[src/sv/tbpi_pkg.sv]
// ============================================================================
// tbpi_pkg - shared definitions for the two-pole band-pass IIR
// Widths, register indexes, reset values and the control structures used
// between the sequencer and the digit-serial multiplier.
// ============================================================================
`default_nettype none

package tbpi_pkg;

    // Defaults for the top-level parameters.
    localparam int SAMPLE_BITS_DEF    = 16;
    localparam int COEF_FRAC_BITS_DEF = 20;

    // Fixed field widths.
    localparam int COEF_BITS  = 24;
    localparam int GAIN_BITS  = 16;
    localparam int STATE_BITS = 32;
    localparam int STATE_FRAC = 8;
    // The gain product is scaled down by the state fraction plus the gain fraction.
    localparam int OUT_SHIFT  = STATE_FRAC + 8;
    // The feed-forward sum is clamped to plus or minus two to this power.
    localparam int FF_LIMIT_LOG2 = 54;

    // Digit size of the serial multiplier operand.
    localparam int DIGIT = 8;

    // Configuration port.
    localparam int CFG_INDEX_W = 3;
    localparam int CFG_DATA_W  = COEF_BITS;

    localparam logic [CFG_INDEX_W-1:0] REG_COEF_A0     = 3'd0;
    localparam logic [CFG_INDEX_W-1:0] REG_COEF_A1     = 3'd1;
    localparam logic [CFG_INDEX_W-1:0] REG_COEF_A2     = 3'd2;
    localparam logic [CFG_INDEX_W-1:0] REG_COEF_B1     = 3'd3;
    localparam logic [CFG_INDEX_W-1:0] REG_COEF_B2     = 3'd4;
    localparam logic [CFG_INDEX_W-1:0] REG_OUTPUT_GAIN = 3'd5;

    // Reset values: a0 is unity in Q3.20, gain is unity in Q8.8.
    localparam logic signed [COEF_BITS-1:0] COEF_A0_RST = 24'sd1048576;
    localparam logic [GAIN_BITS-1:0]        GAIN_RST    = 16'd256;

    // Sequencer to multiplier.
    typedef struct packed {
        logic start;    // load operands and begin a product
        logic long_op;  // serial operand is a state word (more digits)
    } t_mul_cmd;

    // Multiplier to sequencer.
    typedef struct packed {
        logic busy;     // digits still being consumed
        logic done;     // one-cycle pulse, product is valid
    } t_mul_sts;

endpackage

`default_nettype wire

[src/sv/two_pole_bandpass_iir.sv]
// ============================================================================
// two_pole_bandpass_iir - two-pole band-pass resonator, one sample at a time
// Fixed-point biquad-style recursion with output gain, built around one
// shared digit-serial multiplier.
// ============================================================================
// Each accepted sample computes y = a0*x + a1*x1 + a2*x2 + b1*y1 + b2*y2 with
// Q3.20 coefficients, the feedback words holding y with 8 extra fraction bits,
// and returns y times the Q8.8 output gain, truncated toward zero and
// saturated to the sample width. The six products run one after another
// through the single 24 x 8 digit multiplier: each has a setup step, then
// takes its sample or state operand one 8-bit digit at a time, most
// significant digit first, and ends with an accumulation step, and the
// divide, clamp and saturation steps come on top of the products.
// One sample is in flight at a time; the input is ready again as soon as the
// result sits in the output register, even if the downstream side has not yet
// taken that transaction, so the next sample can be accepted while the
// previous result still waits in the output register to be taken.
// Setting tuser on an input transaction clears the delay line before that
// sample is used. Coefficients are written through the configuration channel
// while the filter is idle; indexes 0 to 4 hold a0, a1, a2, b1, b2 (24-bit
// signed), index 5 the 16-bit gain, other indexes are ignored.
// ============================================================================
`default_nettype none

module two_pole_bandpass_iir #(
    parameter int SAMPLE_BITS    = tbpi_pkg::SAMPLE_BITS_DEF,
    parameter int COEF_FRAC_BITS = tbpi_pkg::COEF_FRAC_BITS_DEF
) (
    input  wire                                       i_clk,
    input  wire                                       i_rst_n,
    // Configuration write channel.
    input  wire                                       i_cfg_valid,
    output logic                                      o_cfg_ready,
    input  wire  [tbpi_pkg::CFG_INDEX_W-1:0]          i_cfg_index,
    input  wire  [tbpi_pkg::CFG_DATA_W-1:0]           i_cfg_data,
    // Input samples.
    input  wire                                       i_s_axis_tvalid,
    output logic                                      o_s_axis_tready,
    input  wire  [((SAMPLE_BITS+7)/8)*8-1:0]          i_s_axis_tdata, // sample_in, pad
    input  wire  [0:0]                                i_s_axis_tuser, // buffer_start
    // Output samples.
    output logic                                      o_m_axis_tvalid,
    input  wire                                       i_m_axis_tready,
    output logic [((SAMPLE_BITS+7)/8)*8-1:0]          o_m_axis_tdata  // sample_out, pad
);

    localparam int SB         = SAMPLE_BITS;
    localparam int TD_W       = ((SB + 7) / 8) * 8;
    localparam int COEF_BITS  = tbpi_pkg::COEF_BITS;
    localparam int GAIN_BITS  = tbpi_pkg::GAIN_BITS;
    localparam int STATE_BITS = tbpi_pkg::STATE_BITS;
    localparam int DIGIT      = tbpi_pkg::DIGIT;

    // Multiplier operand shapes. The parallel side holds a coefficient or the
    // zero-extended gain; the serial side a sample or a state word.
    localparam int PAR_W    = (COEF_BITS > GAIN_BITS + 1) ? COEF_BITS : GAIN_BITS + 1;
    localparam int N_SHORT  = (SB + DIGIT - 1) / DIGIT;
    localparam int N_STATE  = (STATE_BITS + DIGIT - 1) / DIGIT;
    localparam int N_LONG   = (N_STATE > N_SHORT) ? N_STATE : N_SHORT;
    localparam int SER_W    = N_LONG * DIGIT;
    localparam int PROD_W   = PAR_W + SER_W;
    localparam int X_ALIGN  = SER_W - N_SHORT * DIGIT;

    // Accumulator: wide enough for the unclamped feed-forward sum, and for the
    // clamped sum scaled by the state fraction plus both feedback products.
    localparam int FF_W     = COEF_BITS + SB + 2;
    localparam int ACC_W    = ((FF_W > 56) ? FF_W : 56) + 10;

    localparam logic signed [ACC_W-1:0] FF_POS =
        ACC_W'(longint'(1) <<< tbpi_pkg::FF_LIMIT_LOG2);
    localparam logic signed [ACC_W-1:0] FF_NEG = -FF_POS;
    localparam logic signed [ACC_W-1:0] Y_MAX =
        ACC_W'((longint'(1) <<< (STATE_BITS - 1)) - longint'(1));
    localparam logic signed [ACC_W-1:0] Y_MIN = -Y_MAX - ACC_W'(1);
    localparam logic signed [ACC_W-1:0] O_MAX =
        ACC_W'((longint'(1) <<< (SB - 1)) - longint'(1));
    localparam logic signed [ACC_W-1:0] O_MIN = -O_MAX - ACC_W'(1);
    localparam logic signed [ACC_W-1:0] BIAS_Y =
        ACC_W'((longint'(1) <<< COEF_FRAC_BITS) - longint'(1));
    localparam logic signed [ACC_W-1:0] BIAS_O =
        ACC_W'((longint'(1) <<< tbpi_pkg::OUT_SHIFT) - longint'(1));

    // Sequencer states.
    localparam logic [2:0] ST_IDLE  = 3'd0;
    localparam logic [2:0] ST_START = 3'd1;
    localparam logic [2:0] ST_MUL   = 3'd2;
    localparam logic [2:0] ST_ADD   = 3'd3;
    localparam logic [2:0] ST_CLAMP = 3'd4;
    localparam logic [2:0] ST_BIAS  = 3'd5;
    localparam logic [2:0] ST_YUPD  = 3'd6;
    localparam logic [2:0] ST_OUT   = 3'd7;

    // Product terms, in the order they are evaluated.
    localparam logic [2:0] TERM_A0   = 3'd0;
    localparam logic [2:0] TERM_A1   = 3'd1;
    localparam logic [2:0] TERM_A2   = 3'd2;
    localparam logic [2:0] TERM_B1   = 3'd3;
    localparam logic [2:0] TERM_B2   = 3'd4;
    localparam logic [2:0] TERM_GAIN = 3'd5;

    // ------------------------------------------------------------------------
    // Registers
    // ------------------------------------------------------------------------
    logic [2:0]                    r_state, n_state;
    logic [2:0]                    r_term,  n_term;
    logic signed [ACC_W-1:0]       r_acc,   n_acc;
    logic                          r_out_valid, n_out_valid;
    logic signed [SB-1:0]          r_out_data;

    logic signed [COEF_BITS-1:0]   r_coef_a0, r_coef_a1, r_coef_a2;
    logic signed [COEF_BITS-1:0]   r_coef_b1, r_coef_b2;
    logic [GAIN_BITS-1:0]          r_gain;

    // Delay line: current sample, two past inputs, two past outputs.
    logic signed [SB-1:0]          r_x, r_x1, r_x2;
    logic signed [STATE_BITS-1:0]  r_y1, r_y2;

    // ------------------------------------------------------------------------
    // Wires
    // ------------------------------------------------------------------------
    logic                          w_in_accept;
    logic                          w_out_load;
    tbpi_pkg::t_mul_cmd            w_mul_cmd;
    tbpi_pkg::t_mul_sts            w_mul_sts;
    logic signed [PAR_W-1:0]       w_par;
    logic [SER_W-1:0]              w_ser;
    logic signed [PROD_W-1:0]      w_prod;
    logic signed [ACC_W-1:0]       w_bias;
    logic signed [ACC_W-1:0]       w_addend;
    logic signed [ACC_W-1:0]       w_sum;
    logic signed [ACC_W-1:0]       w_ff_clamped;
    logic signed [ACC_W-1:0]       w_y_shift;
    logic signed [ACC_W-1:0]       w_y_sat;
    logic signed [STATE_BITS-1:0]  w_y;
    logic signed [ACC_W-1:0]       w_o_shift;
    logic signed [ACC_W-1:0]       w_o_sat;

    assign o_cfg_ready     = 1'b1;
    assign o_s_axis_tready = (r_state == ST_IDLE);
    assign w_in_accept     = i_s_axis_tvalid && o_s_axis_tready;
    assign o_m_axis_tvalid = r_out_valid;
    assign o_m_axis_tdata  = TD_W'($unsigned(r_out_data));

    // ------------------------------------------------------------------------
    // Configuration registers. Bits above a register's width are dropped.
    // ------------------------------------------------------------------------
    always_ff @(posedge i_clk) begin
        if (!i_rst_n) begin
            r_coef_a0 <= tbpi_pkg::COEF_A0_RST;
            r_coef_a1 <= '0;
            r_coef_a2 <= '0;
            r_coef_b1 <= '0;
            r_coef_b2 <= '0;
            r_gain    <= tbpi_pkg::GAIN_RST;
        end else if (i_cfg_valid && o_cfg_ready) begin
            case (i_cfg_index)
                tbpi_pkg::REG_COEF_A0:     r_coef_a0 <= i_cfg_data[COEF_BITS-1:0];
                tbpi_pkg::REG_COEF_A1:     r_coef_a1 <= i_cfg_data[COEF_BITS-1:0];
                tbpi_pkg::REG_COEF_A2:     r_coef_a2 <= i_cfg_data[COEF_BITS-1:0];
                tbpi_pkg::REG_COEF_B1:     r_coef_b1 <= i_cfg_data[COEF_BITS-1:0];
                tbpi_pkg::REG_COEF_B2:     r_coef_b2 <= i_cfg_data[COEF_BITS-1:0];
                tbpi_pkg::REG_OUTPUT_GAIN: r_gain    <= i_cfg_data[GAIN_BITS-1:0];
                default: begin
                end
            endcase
        end
    end

    // ------------------------------------------------------------------------
    // Multiplier operand selection. Samples are sign-extended to a whole
    // number of digits and moved to the top of the serial word, so that the
    // multiplier always starts from its most significant bits.
    // ------------------------------------------------------------------------
    always_comb begin
        w_par = '0;
        w_ser = '0;
        case (r_term)
            TERM_A0: begin
                w_par = PAR_W'(r_coef_a0);
                w_ser = SER_W'(r_x) << X_ALIGN;
            end
            TERM_A1: begin
                w_par = PAR_W'(r_coef_a1);
                w_ser = SER_W'(r_x1) << X_ALIGN;
            end
            TERM_A2: begin
                w_par = PAR_W'(r_coef_a2);
                w_ser = SER_W'(r_x2) << X_ALIGN;
            end
            TERM_B1: begin
                w_par = PAR_W'(r_coef_b1);
                w_ser = SER_W'(r_y1);
            end
            TERM_B2: begin
                w_par = PAR_W'(r_coef_b2);
                w_ser = SER_W'(r_y2);
            end
            TERM_GAIN: begin
                // The gain is unsigned, so it gets a zero sign bit.
                w_par = PAR_W'($signed({1'b0, r_gain}));
                w_ser = SER_W'(r_y1);
            end
            default: begin
            end
        endcase
    end

    assign w_mul_cmd.start   = (r_state == ST_START);
    assign w_mul_cmd.long_op = (r_term >= TERM_B1);

    tbpi_dsmul #(
        .PAR_W   (PAR_W),
        .DIGIT   (DIGIT),
        .N_SHORT (N_SHORT),
        .N_LONG  (N_LONG)
    ) u_dsmul (
        .i_clk   (i_clk),
        .i_rst_n (i_rst_n),
        .i_cmd   (w_mul_cmd),
        .i_par   (w_par),
        .i_ser   (w_ser),
        .o_sts   (w_mul_sts),
        .o_prod  (w_prod)
    );

    // ------------------------------------------------------------------------
    // Accumulator datapath. One adder serves both the product accumulation
    // and the rounding bias: a negative value gets 2^k - 1 added before the
    // arithmetic shift so that the shift truncates toward zero.
    // ------------------------------------------------------------------------
    assign w_bias   = r_acc[ACC_W-1] ? ((r_term == TERM_GAIN) ? BIAS_O : BIAS_Y) : '0;
    assign w_addend = (r_state == ST_BIAS) ? w_bias : ACC_W'(w_prod);
    assign w_sum    = r_acc + w_addend;

    assign w_ff_clamped = (r_acc > FF_POS) ? FF_POS :
                          (r_acc < FF_NEG) ? FF_NEG : r_acc;

    assign w_y_shift = r_acc >>> COEF_FRAC_BITS;
    assign w_y_sat   = (w_y_shift > Y_MAX) ? Y_MAX :
                       (w_y_shift < Y_MIN) ? Y_MIN : w_y_shift;
    assign w_y       = w_y_sat[STATE_BITS-1:0];

    assign w_o_shift = r_acc >>> tbpi_pkg::OUT_SHIFT;
    assign w_o_sat   = (w_o_shift > O_MAX) ? O_MAX :
                       (w_o_shift < O_MIN) ? O_MIN : w_o_shift;

    // ------------------------------------------------------------------------
    // Sequencer
    // ------------------------------------------------------------------------
    always_comb begin
        n_state     = r_state;
        n_term      = r_term;
        n_acc       = r_acc;
        n_out_valid = r_out_valid;
        w_out_load  = 1'b0;

        // The output register empties whenever downstream takes the transaction.
        if (r_out_valid && i_m_axis_tready) begin
            n_out_valid = 1'b0;
        end

        case (r_state)
            ST_IDLE: begin
                if (w_in_accept) begin
                    n_acc   = '0;
                    n_term  = TERM_A0;
                    n_state = ST_START;
                end
            end
            ST_START: begin
                n_state = ST_MUL;
            end
            ST_MUL: begin
                if (w_mul_sts.done) begin
                    n_state = ST_ADD;
                end
            end
            ST_ADD: begin
                n_acc = w_sum;
                case (r_term)
                    TERM_A2:   n_state = ST_CLAMP;
                    TERM_B2:   n_state = ST_BIAS;
                    TERM_GAIN: n_state = ST_BIAS;
                    default: begin
                        n_term  = r_term + 3'd1;
                        n_state = ST_START;
                    end
                endcase
            end
            ST_CLAMP: begin
                // Feed-forward sum is complete: clamp it, then line it up
                // with the extra fraction bits of the feedback words.
                n_acc   = w_ff_clamped <<< tbpi_pkg::STATE_FRAC;
                n_term  = TERM_B1;
                n_state = ST_START;
            end
            ST_BIAS: begin
                n_acc   = w_sum;
                n_state = (r_term == TERM_GAIN) ? ST_OUT : ST_YUPD;
            end
            ST_YUPD: begin
                n_acc   = '0;
                n_term  = TERM_GAIN;
                n_state = ST_START;
            end
            ST_OUT: begin
                // Hold the result until the output register is free.
                if (!r_out_valid || i_m_axis_tready) begin
                    w_out_load  = 1'b1;
                    n_out_valid = 1'b1;
                    n_state     = ST_IDLE;
                end
            end
            default: begin
                n_state = ST_IDLE;
            end
        endcase
    end

    always_ff @(posedge i_clk) begin
        if (!i_rst_n) begin
            r_state     <= ST_IDLE;
            r_term      <= TERM_A0;
            r_out_valid <= 1'b0;
        end else begin
            r_state     <= n_state;
            r_term      <= n_term;
            r_out_valid <= n_out_valid;
        end
    end

    always_ff @(posedge i_clk) begin
        r_acc <= n_acc;
        if (w_out_load) begin
            r_out_data <= w_o_sat[SB-1:0];
        end
    end

    // ------------------------------------------------------------------------
    // Delay line. A buffer start clears the history before the new sample is
    // used; the line advances once the new output word is known.
    // ------------------------------------------------------------------------
    always_ff @(posedge i_clk) begin
        if (!i_rst_n) begin
            r_x  <= '0;
            r_x1 <= '0;
            r_x2 <= '0;
            r_y1 <= '0;
            r_y2 <= '0;
        end else if (w_in_accept) begin
            r_x <= i_s_axis_tdata[SB-1:0];
            if (i_s_axis_tuser[0]) begin
                r_x1 <= '0;
                r_x2 <= '0;
                r_y1 <= '0;
                r_y2 <= '0;
            end
        end else if (r_state == ST_YUPD) begin
            r_x2 <= r_x1;
            r_x1 <= r_x;
            r_y2 <= r_y1;
            r_y1 <= w_y;
        end
    end

    // ------------------------------------------------------------------------
    // Assertions
    // ------------------------------------------------------------------------
    a_accept_mul_idle: assert property (@(posedge i_clk) disable iff (!i_rst_n)
        w_in_accept |-> !w_mul_sts.busy)
        else $error("sample accepted while the multiplier is busy");

    a_add_after_done: assert property (@(posedge i_clk) disable iff (!i_rst_n)
        (r_state == ST_ADD) |-> $past(w_mul_sts.done))
        else $error("accumulate without a finished product");

    a_out_after_gain: assert property (@(posedge i_clk) disable iff (!i_rst_n)
        (r_state == ST_OUT) |-> (r_term == TERM_GAIN))
        else $error("output step reached before the gain product");

    a_load_slot_free: assert property (@(posedge i_clk) disable iff (!i_rst_n)
        w_out_load |-> (!r_out_valid || i_m_axis_tready))
        else $error("output register overwritten before it was taken");

endmodule

`default_nettype wire

[src/sv/tbpi_dsmul.sv]
// ============================================================================
// tbpi_dsmul - digit-serial signed multiplier
// Multiplies a parallel signed operand by a serial signed operand that is
// shifted in one digit per cycle, most significant digit first.
// ============================================================================
`default_nettype none

module tbpi_dsmul #(
    parameter int PAR_W   = tbpi_pkg::COEF_BITS,
    parameter int DIGIT   = tbpi_pkg::DIGIT,
    parameter int N_SHORT = 2,
    parameter int N_LONG  = 4
) (
    input  wire                                  i_clk,
    input  wire                                  i_rst_n,
    input  tbpi_pkg::t_mul_cmd                   i_cmd,
    input  wire  signed [PAR_W-1:0]              i_par,
    // Serial operand, aligned so that its first digit is in the top bits.
    input  wire         [N_LONG*DIGIT-1:0]       i_ser,
    output tbpi_pkg::t_mul_sts                   o_sts,
    output logic signed [PAR_W+N_LONG*DIGIT-1:0] o_prod
);

    localparam int SER_W  = N_LONG * DIGIT;
    localparam int PROD_W = PAR_W + SER_W;
    localparam int PP_W   = PAR_W + DIGIT + 1;
    localparam int CNT_W  = $clog2(N_LONG + 1);

    logic                     r_busy;
    logic                     r_done;
    logic                     r_first;
    logic [CNT_W-1:0]         r_cnt;
    logic signed [PAR_W-1:0]  r_par;
    logic [SER_W-1:0]         r_ser;
    logic signed [PROD_W-1:0] r_prod;

    logic [DIGIT-1:0]         w_digit;
    logic signed [DIGIT:0]    w_digit_s;
    logic signed [PP_W-1:0]   w_pp;

    // Only the leading digit carries the sign; the others are plain magnitudes.
    assign w_digit   = r_ser[SER_W-1 -: DIGIT];
    assign w_digit_s = {r_first & w_digit[DIGIT-1], w_digit};
    assign w_pp      = r_par * w_digit_s;

    always_ff @(posedge i_clk) begin
        if (!i_rst_n) begin
            r_busy  <= 1'b0;
            r_done  <= 1'b0;
            r_first <= 1'b0;
            r_cnt   <= '0;
        end else begin
            r_done <= 1'b0;
            if (i_cmd.start) begin
                r_busy  <= 1'b1;
                r_first <= 1'b1;
                r_cnt   <= i_cmd.long_op ? CNT_W'(N_LONG) : CNT_W'(N_SHORT);
            end else if (r_busy) begin
                r_first <= 1'b0;
                r_cnt   <= r_cnt - CNT_W'(1);
                if (r_cnt == CNT_W'(1)) begin
                    r_busy <= 1'b0;
                    r_done <= 1'b1;
                end
            end
        end
    end

    // Horner form: shift the partial product up one digit and add the next term.
    always_ff @(posedge i_clk) begin
        if (i_cmd.start) begin
            r_par  <= i_par;
            r_ser  <= i_ser;
            r_prod <= '0;
        end else if (r_busy) begin
            r_ser  <= r_ser << DIGIT;
            r_prod <= (r_prod <<< DIGIT) + PROD_W'(w_pp);
        end
    end

    assign o_sts.busy = r_busy;
    assign o_sts.done = r_done;
    assign o_prod     = r_prod;

    a_no_start_busy: assert property (@(posedge i_clk) disable iff (!i_rst_n)
        i_cmd.start |-> !r_busy)
        else $error("multiplier started while busy");

    a_start_busy: assert property (@(posedge i_clk) disable iff (!i_rst_n)
        i_cmd.start |=> r_busy)
        else $error("multiplier did not go busy after start");

    a_done_pulse: assert property (@(posedge i_clk) disable iff (!i_rst_n)
        r_done |=> !r_done)
        else $error("done is longer than one cycle");

endmodule

`default_nettype wire

[config.mk]
export PLATFORM = sky130hd
export DESIGN_NAME = two_pole_bandpass_iir
export DESIGN_NICKNAME = d
export VERILOG_FILES = /design/src/sv/tbpi_pkg.sv /design/src/sv/two_pole_bandpass_iir.sv /design/src/sv/tbpi_dsmul.sv
export SDC_FILE = /design/constraint.sdc
export NUM_CORES = 2
export LEC_CHECK = 0
export BUFFER_PORTS_ARGS = -buffer_cell sky130_fd_sc_hd__buf_2
export CAP_MARGIN = 30
export CORE_AREA = 3 3 314 316
export DETAILED_ROUTE_END_ITERATION = 10
export DIE_AREA = 0 0 317 319
export PLACE_DENSITY = 0.57
export SYNTH_ARGS = -nofsm -noshare
export SYNTH_HDL_FRONTEND = slang
export SYNTH_SLANG_ARGS = --single-unit
[constraint.sdc]
create_clock -name i_clk -period 11.1 [get_ports i_clk]
set_input_delay 2.22 -clock i_clk [delete_from_list [all_inputs] [get_ports i_clk]]
set_output_delay 2.22 -clock i_clk [all_outputs]
set_load 0.05 [all_outputs]
Word-level counts from Yosys, hierarchy flattened
Index checks and enable logic that the tools add are counted.
W data, S select, Z words.
Word-level totals
  logic and storage cells: 135
  input port bits: 49
  output and inout bits: 19
  flip-flop bits (word level): 455
Operators by class
  bitwise logic cells: 3
  reductions and logical operators: 27
  $add $sub $neg: 4
  equal/unequal tests: 23
  multiply operators: 1
  magnitude comparators: 7
  muxes and demuxes: 47
Operators by type and width (number)
  $mux W32: 9
  $pmux W66 S4: 1
  $pmux W32 S5: 1
  $pmux W24 S6: 1
  $mux W66: 2
  $mux W58: 2
  $mux W16: 6
  $add A66 B66 Y66: 1
  $gt A66 B56 Y1 const B: 1
  $lt A66 B55 Y1 const B: 1
  $add A56 B33 Y56: 1
  $gt A50 B16 Y1 const B: 1
  $lt A50 B16 Y1 const B: 1
  $gt A46 B32 Y1 const B: 1
  $lt A46 B32 Y1 const B: 1
  $mux W20: 2
  $mul A24 B9 Y33: 1
  $eq A3 B3 Y1 const B: 8
  $mux W3: 8
  $pmux W3 S7: 1
  $eq A3 B2 Y1 const B: 6
  $reduce_and A2 Y1: 8
  $eq A3 B1 Y1 const B: 4
  $mux W1: 12
  other kinds (18): 32

Logic depth before layout (Yosys ltp)
  depth in word-level cells: 6
  depth in mapped cells: 24
  mapped depth without buffers: 22

Cells and area by module
From an unflattened synthesis, not the netlist that was laid out.
Second synthesis, totals
  cells, all modules: 3979
  area total of the unflattened synthesis: 34524.4 um2
Modules (own cells, without submodules)
  two_pole_bandpass_iir: area an instance 19302.3 um2, times used 1, seq. area each 7567.3 um2, cells each 2340
  tbpi_dsmul: area an instance 15222.1 um2, times used 1, seq. area each 2922.8 um2, cells each 1639

Worst setup path before layout
Ideal clock, no wire load.
  path kind: reg2reg
  start: register u_dsmul.r_ser[31]
  end: register u_dsmul.r_prod[55], in the netlist u_dsmul.o_prod[55]
  cell stages (with the launch flop): 25
  setup slack: 4.088 ns
  required time: 11.029 ns
  clock period less this slack: 7.012 ns
  buffers on the path: 2
  arrival time: 6.941 ns
  setup time: 0.071 ns
  cell sequence: edfxtp_1 > nand2_1 > clkbuf_1 > nor2_1 > fa_1 > inv_1 > fa_1 > fa_1 > inv_1 > fa_1 > inv_1 > fa_1 > inv_1 > ha_1 > clkbuf_1 > a21o_1 > a21o_1 > a21oi_1 > nand2_1 > a311oi_1 > nor3_1 > nor3b_1 > mux2i_1 > nand2_1 > a21oi_1
On the way
  word-level cells in the longest chain between the ends: 3
Ends and longest elaborated chain
  start: declaration: RTL line tbpi_dsmul.sv:34  | logic [SER_W-1:0] r_ser;
  start signal: assignment: RTL line tbpi_dsmul.sv:73  | r_ser <= i_ser;
  start signal: assignment: RTL line tbpi_dsmul.sv:76  | r_ser <= r_ser << DIGIT;
  $and A1 B1 Y1: RTL line tbpi_dsmul.sv:43  | assign w_digit_s = {r_first & w_digit[DIGIT-1], w_digit};
  $mul A24 B9 Y33 (*): RTL line tbpi_dsmul.sv:44  | assign w_pp = r_par * w_digit_s;
  $add A56 B33 Y56 (*): RTL line tbpi_dsmul.sv:77  | r_prod <= (r_prod <<< DIGIT) + PROD_W'(w_pp);
  end signal: assignment: RTL line tbpi_dsmul.sv:77
  end: declaration: RTL line tbpi_dsmul.sv:35  | logic signed [PROD_W-1:0] r_prod;
Every way passes the cells marked *; elsewhere a longest branch is shown, timed or not.
A chain may end at the register's enable or synchronous reset.

Worst setup path in the final report
  start: register u_dsmul.r_ser[26]
  end: register u_dsmul.r_prod[55], in the netlist u_dsmul.o_prod[55]
On the way
  word-level cells in the longest chain between the ends: 2
Ends and longest elaborated chain (RTL line)
  $mul A24 B9 Y33: tbpi_dsmul.sv:44
  $add A56 B33 Y56: tbpi_dsmul.sv:77
No other way between the ends.

==> results.cfg <==
[worst_setup_path]
cp.arrival_ps = 8280
cp_cell_sequence = and2_1 > fa_1 > inv_1 > fa_1 > fa_1 > inv_1 > buf_4 > fa_1 > inv_1 > fa_1 > inv_1 > ha_1 > a21o_1 > a21o_1 > a21oi_1 > nand2_1 > a311oi_1 > nor3_1 > nor3b_1 > mux2i_1 > nand2_1 > a21oi_1
cp_max_fo = 24
crit_path_top_delay_cell = fa_1
r2r_cells = 22
slowest_delay_ps = 790
cp_common_cell = fa_1
reg2reg_from = u_dsmul.r_ser[26]
required_ps = 11660
regToRegEndpoint = u_dsmul.o_prod[55]
worstSetupPathType = reg2reg
crit_path_start_kind = flip-flop
cp-end-kind = flip-flop
r2r_setup_slack_ps = 3380

[sta]
tightest_slew_ps = 1060
whs_ps = 424
rsz0062_at_grt = false
fin_setup_tns_ps = 0
timing.final.max_slew_violations = 0
slew_headroom = 0.292
fmaxAchievable_mhz = 130
setup_viol = 0
hold_violations = 0
fin_crit_sh = 0.695
skew_ps = 41.3
period_minus_slack_ps = 7720

[synthesis]
synthesis.nets = 4428
synth-async-reset-ratio = 0
synth-edff-count = 138
seq_area_frac_synth = 0.313
synth_area_um2 = 33500
ys_warn_count = 0
ys.flop_type = dfxtp_1
post_synth_num_cell_types = 85
netlist_instances = 3943
ys_ff_latch = 455
postSynthAreaPerCell_um2 = 8.50

[finish]
layout.nets = 4352
drive_gt1_frac = 0.0711
area_growth_pct = 9.75
fin_cells = 5187
fillerInstances = 9859

[floorplan]
rows = 114
boundaryPins = 68
die_w_um = 317
start_util = 0.348
design.core.area_um2 = 96300
die_area_um2 = 101000
die_h_um = 319

[detailed_routing]
wl_per_cell_um = 19.0
drc = 0
via_count = 27100
drtAntennaViolNets = 0
wl_met1_mm = 44.6
drtIter0Drc = 2489
vias_per_cell = 5.23
maxUsedRoutingLayer = met4
drt_first_pass_iters = 7
wl_met3_mm = 5.42
wl_mm = 98.7
dr_wl_met2_mm = 45.9

[global_route]
grt_use_total = 0.192
antenna_found_initial = 3
grt_start_max_net_pins = 174
overflow = 0
grt_pass1_vias = 26600
grt_pass1_wl_mm = 155

[run_status]
run_status = complete, no violations

[min_path]
hp-class = reg2reg
hold_depth = 1
min_from = u_dsmul.r_cnt[2]
min_to = u_dsmul.r_done

[cts]
cts_max_path_buffers = 3
cts_hold_buf = 0
clock-sinks = 455
clkTransAtPathRegs_ps = 70
h-tree-depth = 2
post_cts_buffers = 0
root_buffer = clkbuf_16
tritoncts = done
cts-resized-gates = 0
insertion_delay_ps = 650
numCtsBuffers = 52

[place]
place_inst = 5086
place.gp.congestion = 0.926
dp_hpwl_mm = 71.0
io_buffers = 66

[flow_run]
maxCapViolCount = 0
==> worst max-delay path by stage <==
stage,start,end,slack (ps)
2_1_floorplan,u_dsmul.r_ser[31],u_dsmul.o_prod[55],4090
3_3_place_gp,u_dsmul.r_ser[25],u_dsmul.o_prod[55],3460
3_5_place_dp,u_dsmul.r_ser[26],u_dsmul.o_prod[55],3420
4_1_cts,u_dsmul.r_ser[26],u_dsmul.o_prod[55],3360
5_1_grt,u_dsmul.r_ser[25],u_dsmul.o_prod[55],2870
6_report,u_dsmul.r_ser[26],u_dsmul.o_prod[55],3380
==> cell usage in the layout, fill, tap and decap left out, types with 55 or more instances in the layout <==
cell	n
nand2_1	722
inv_1	393
a21oi_1	371
dfxtp_1	315
nor2_1	249
fa_1	249
ha_1	186
o21ai_0	162
edfxtp_1	138
and2_1	125
a22oi_1	91
a21o_1	86
buf_2	66
xnor2_1	64
clkbuf_16	55
==> per-stage QoR <==
stage | setup WS, ps | util | instance area, um^2
after floorplan | 4090 | - | 33500
after global placement | 3460 | 0.362 | 34800
after detailed placement | 3420 | 0.362 | 34900
after CTS | 3360 | 0.382 | 36700
after global routing | 2870 | 0.382 | 36800
final | 3380 | 0.382 | 36800
==> cell families after synthesis <==
logic type	share of synthesized area
other	0.000112
buffers and inverters	0.0732
xor gates and xnor gates	0.0285
DFF	0.313
and+or+nand+nor	0.171
adders and majority gates	0.218
muxes	0.0248
AOI/OAI and AO/OA	0.171
==> critical path, delay by kind of cell, from the launching register on <==
kind / cells / cell delay, ps
adder cells (fa/ha/maj): 6 / 3680
multiplexers: 1 / 250
AND/OR/NAND/NOR: 5 / 1280
buffers and inverters: 5 / 570
AO/OA/AOI/OAI: 5 / 1100
flip-flops: 1 / 730
==> registers in the layout, indices dropped and copies added (netlist names), 16 cells and up <==
register and flops:
r_gain 16, r_y1 32, r_x1 16, o_m_axis_tdata 16, r_coef_a2 24, r_x2 16, u_dsmul.o_prod 56, u_dsmul.r_par 24
r_coef_a0 24, r_y2 32, r_x 16, r_coef_a1 24, r_coef_b2 24, r_coef_b1 24, r_acc 66, u_dsmul.r_ser 32
==> synthesized netlist by cell type, drive strengths merged, types with 4 or more instances <==
library cell | count | area share
a2111oi | 5 | 0.0024
a211o | 4 | 0.0010
a211oi | 15 | 0.0034
a21boi | 4 | 0.0010
a21o | 88 | 0.020
a21oi | 373 | 0.056
a221o | 4 | 0.0012
a222oi | 40 | 0.012
a22oi | 91 | 0.020
a31oi | 22 | 0.0041
and2 | 126 | 0.024
and3 | 19 | 0.0036
and4 | 5 | 0.0013
buf | 27 | 0.0045
clkbuf | 213 | 0.025
dfxtp | 317 | 0.19
edfxtp | 138 | 0.12
fa | 249 | 0.15
ha | 187 | 0.070
inv | 395 | 0.044
mux2 | 40 | 0.013
mux2i | 38 | 0.011
nand2 | 723 | 0.081
nand2b | 17 | 0.0032
nand3 | 46 | 0.0069
nand4 | 33 | 0.0062
nor2 | 250 | 0.028
nor2b | 13 | 0.0024
nor3 | 30 | 0.0045
nor3b | 5 | 0.0011
nor4 | 21 | 0.0039
o211ai | 17 | 0.0038
o21a | 7 | 0.0016
o21ai | 167 | 0.025
o21bai | 26 | 0.0058
o22ai | 4 | 0.00075
o31ai | 6 | 0.0013
or2 | 9 | 0.0018
or3 | 7 | 0.0014
or4 | 5 | 0.0011
xnor2 | 64 | 0.017
xor2 | 45 | 0.012
==> routing by layer <==
layer,vias to the layer above,global-route usage
met5,-,0
met4,0,0.0529
met3,129,0.0272
met2,717,0.314
met1,13200,0.266
li1,13100,-
==> cell type report <==
cell class	instances	area, um^2	share of cell area
clock inverters	28	353	0.00959
well taps	1276	1600	0.0434
flip-flops and latches	455	10500	0.285
repair buffers	110	716	0.0194
diodes	1	2.50	0.0000680
inverters	395	1490	0.0405
clock buffers	69	1510	0.0410
multi-input cells	2853	20600	0.561
Power is not shown: default switching activity piles up to over one toggle a cycle in this logic, so the estimate is an artifact.
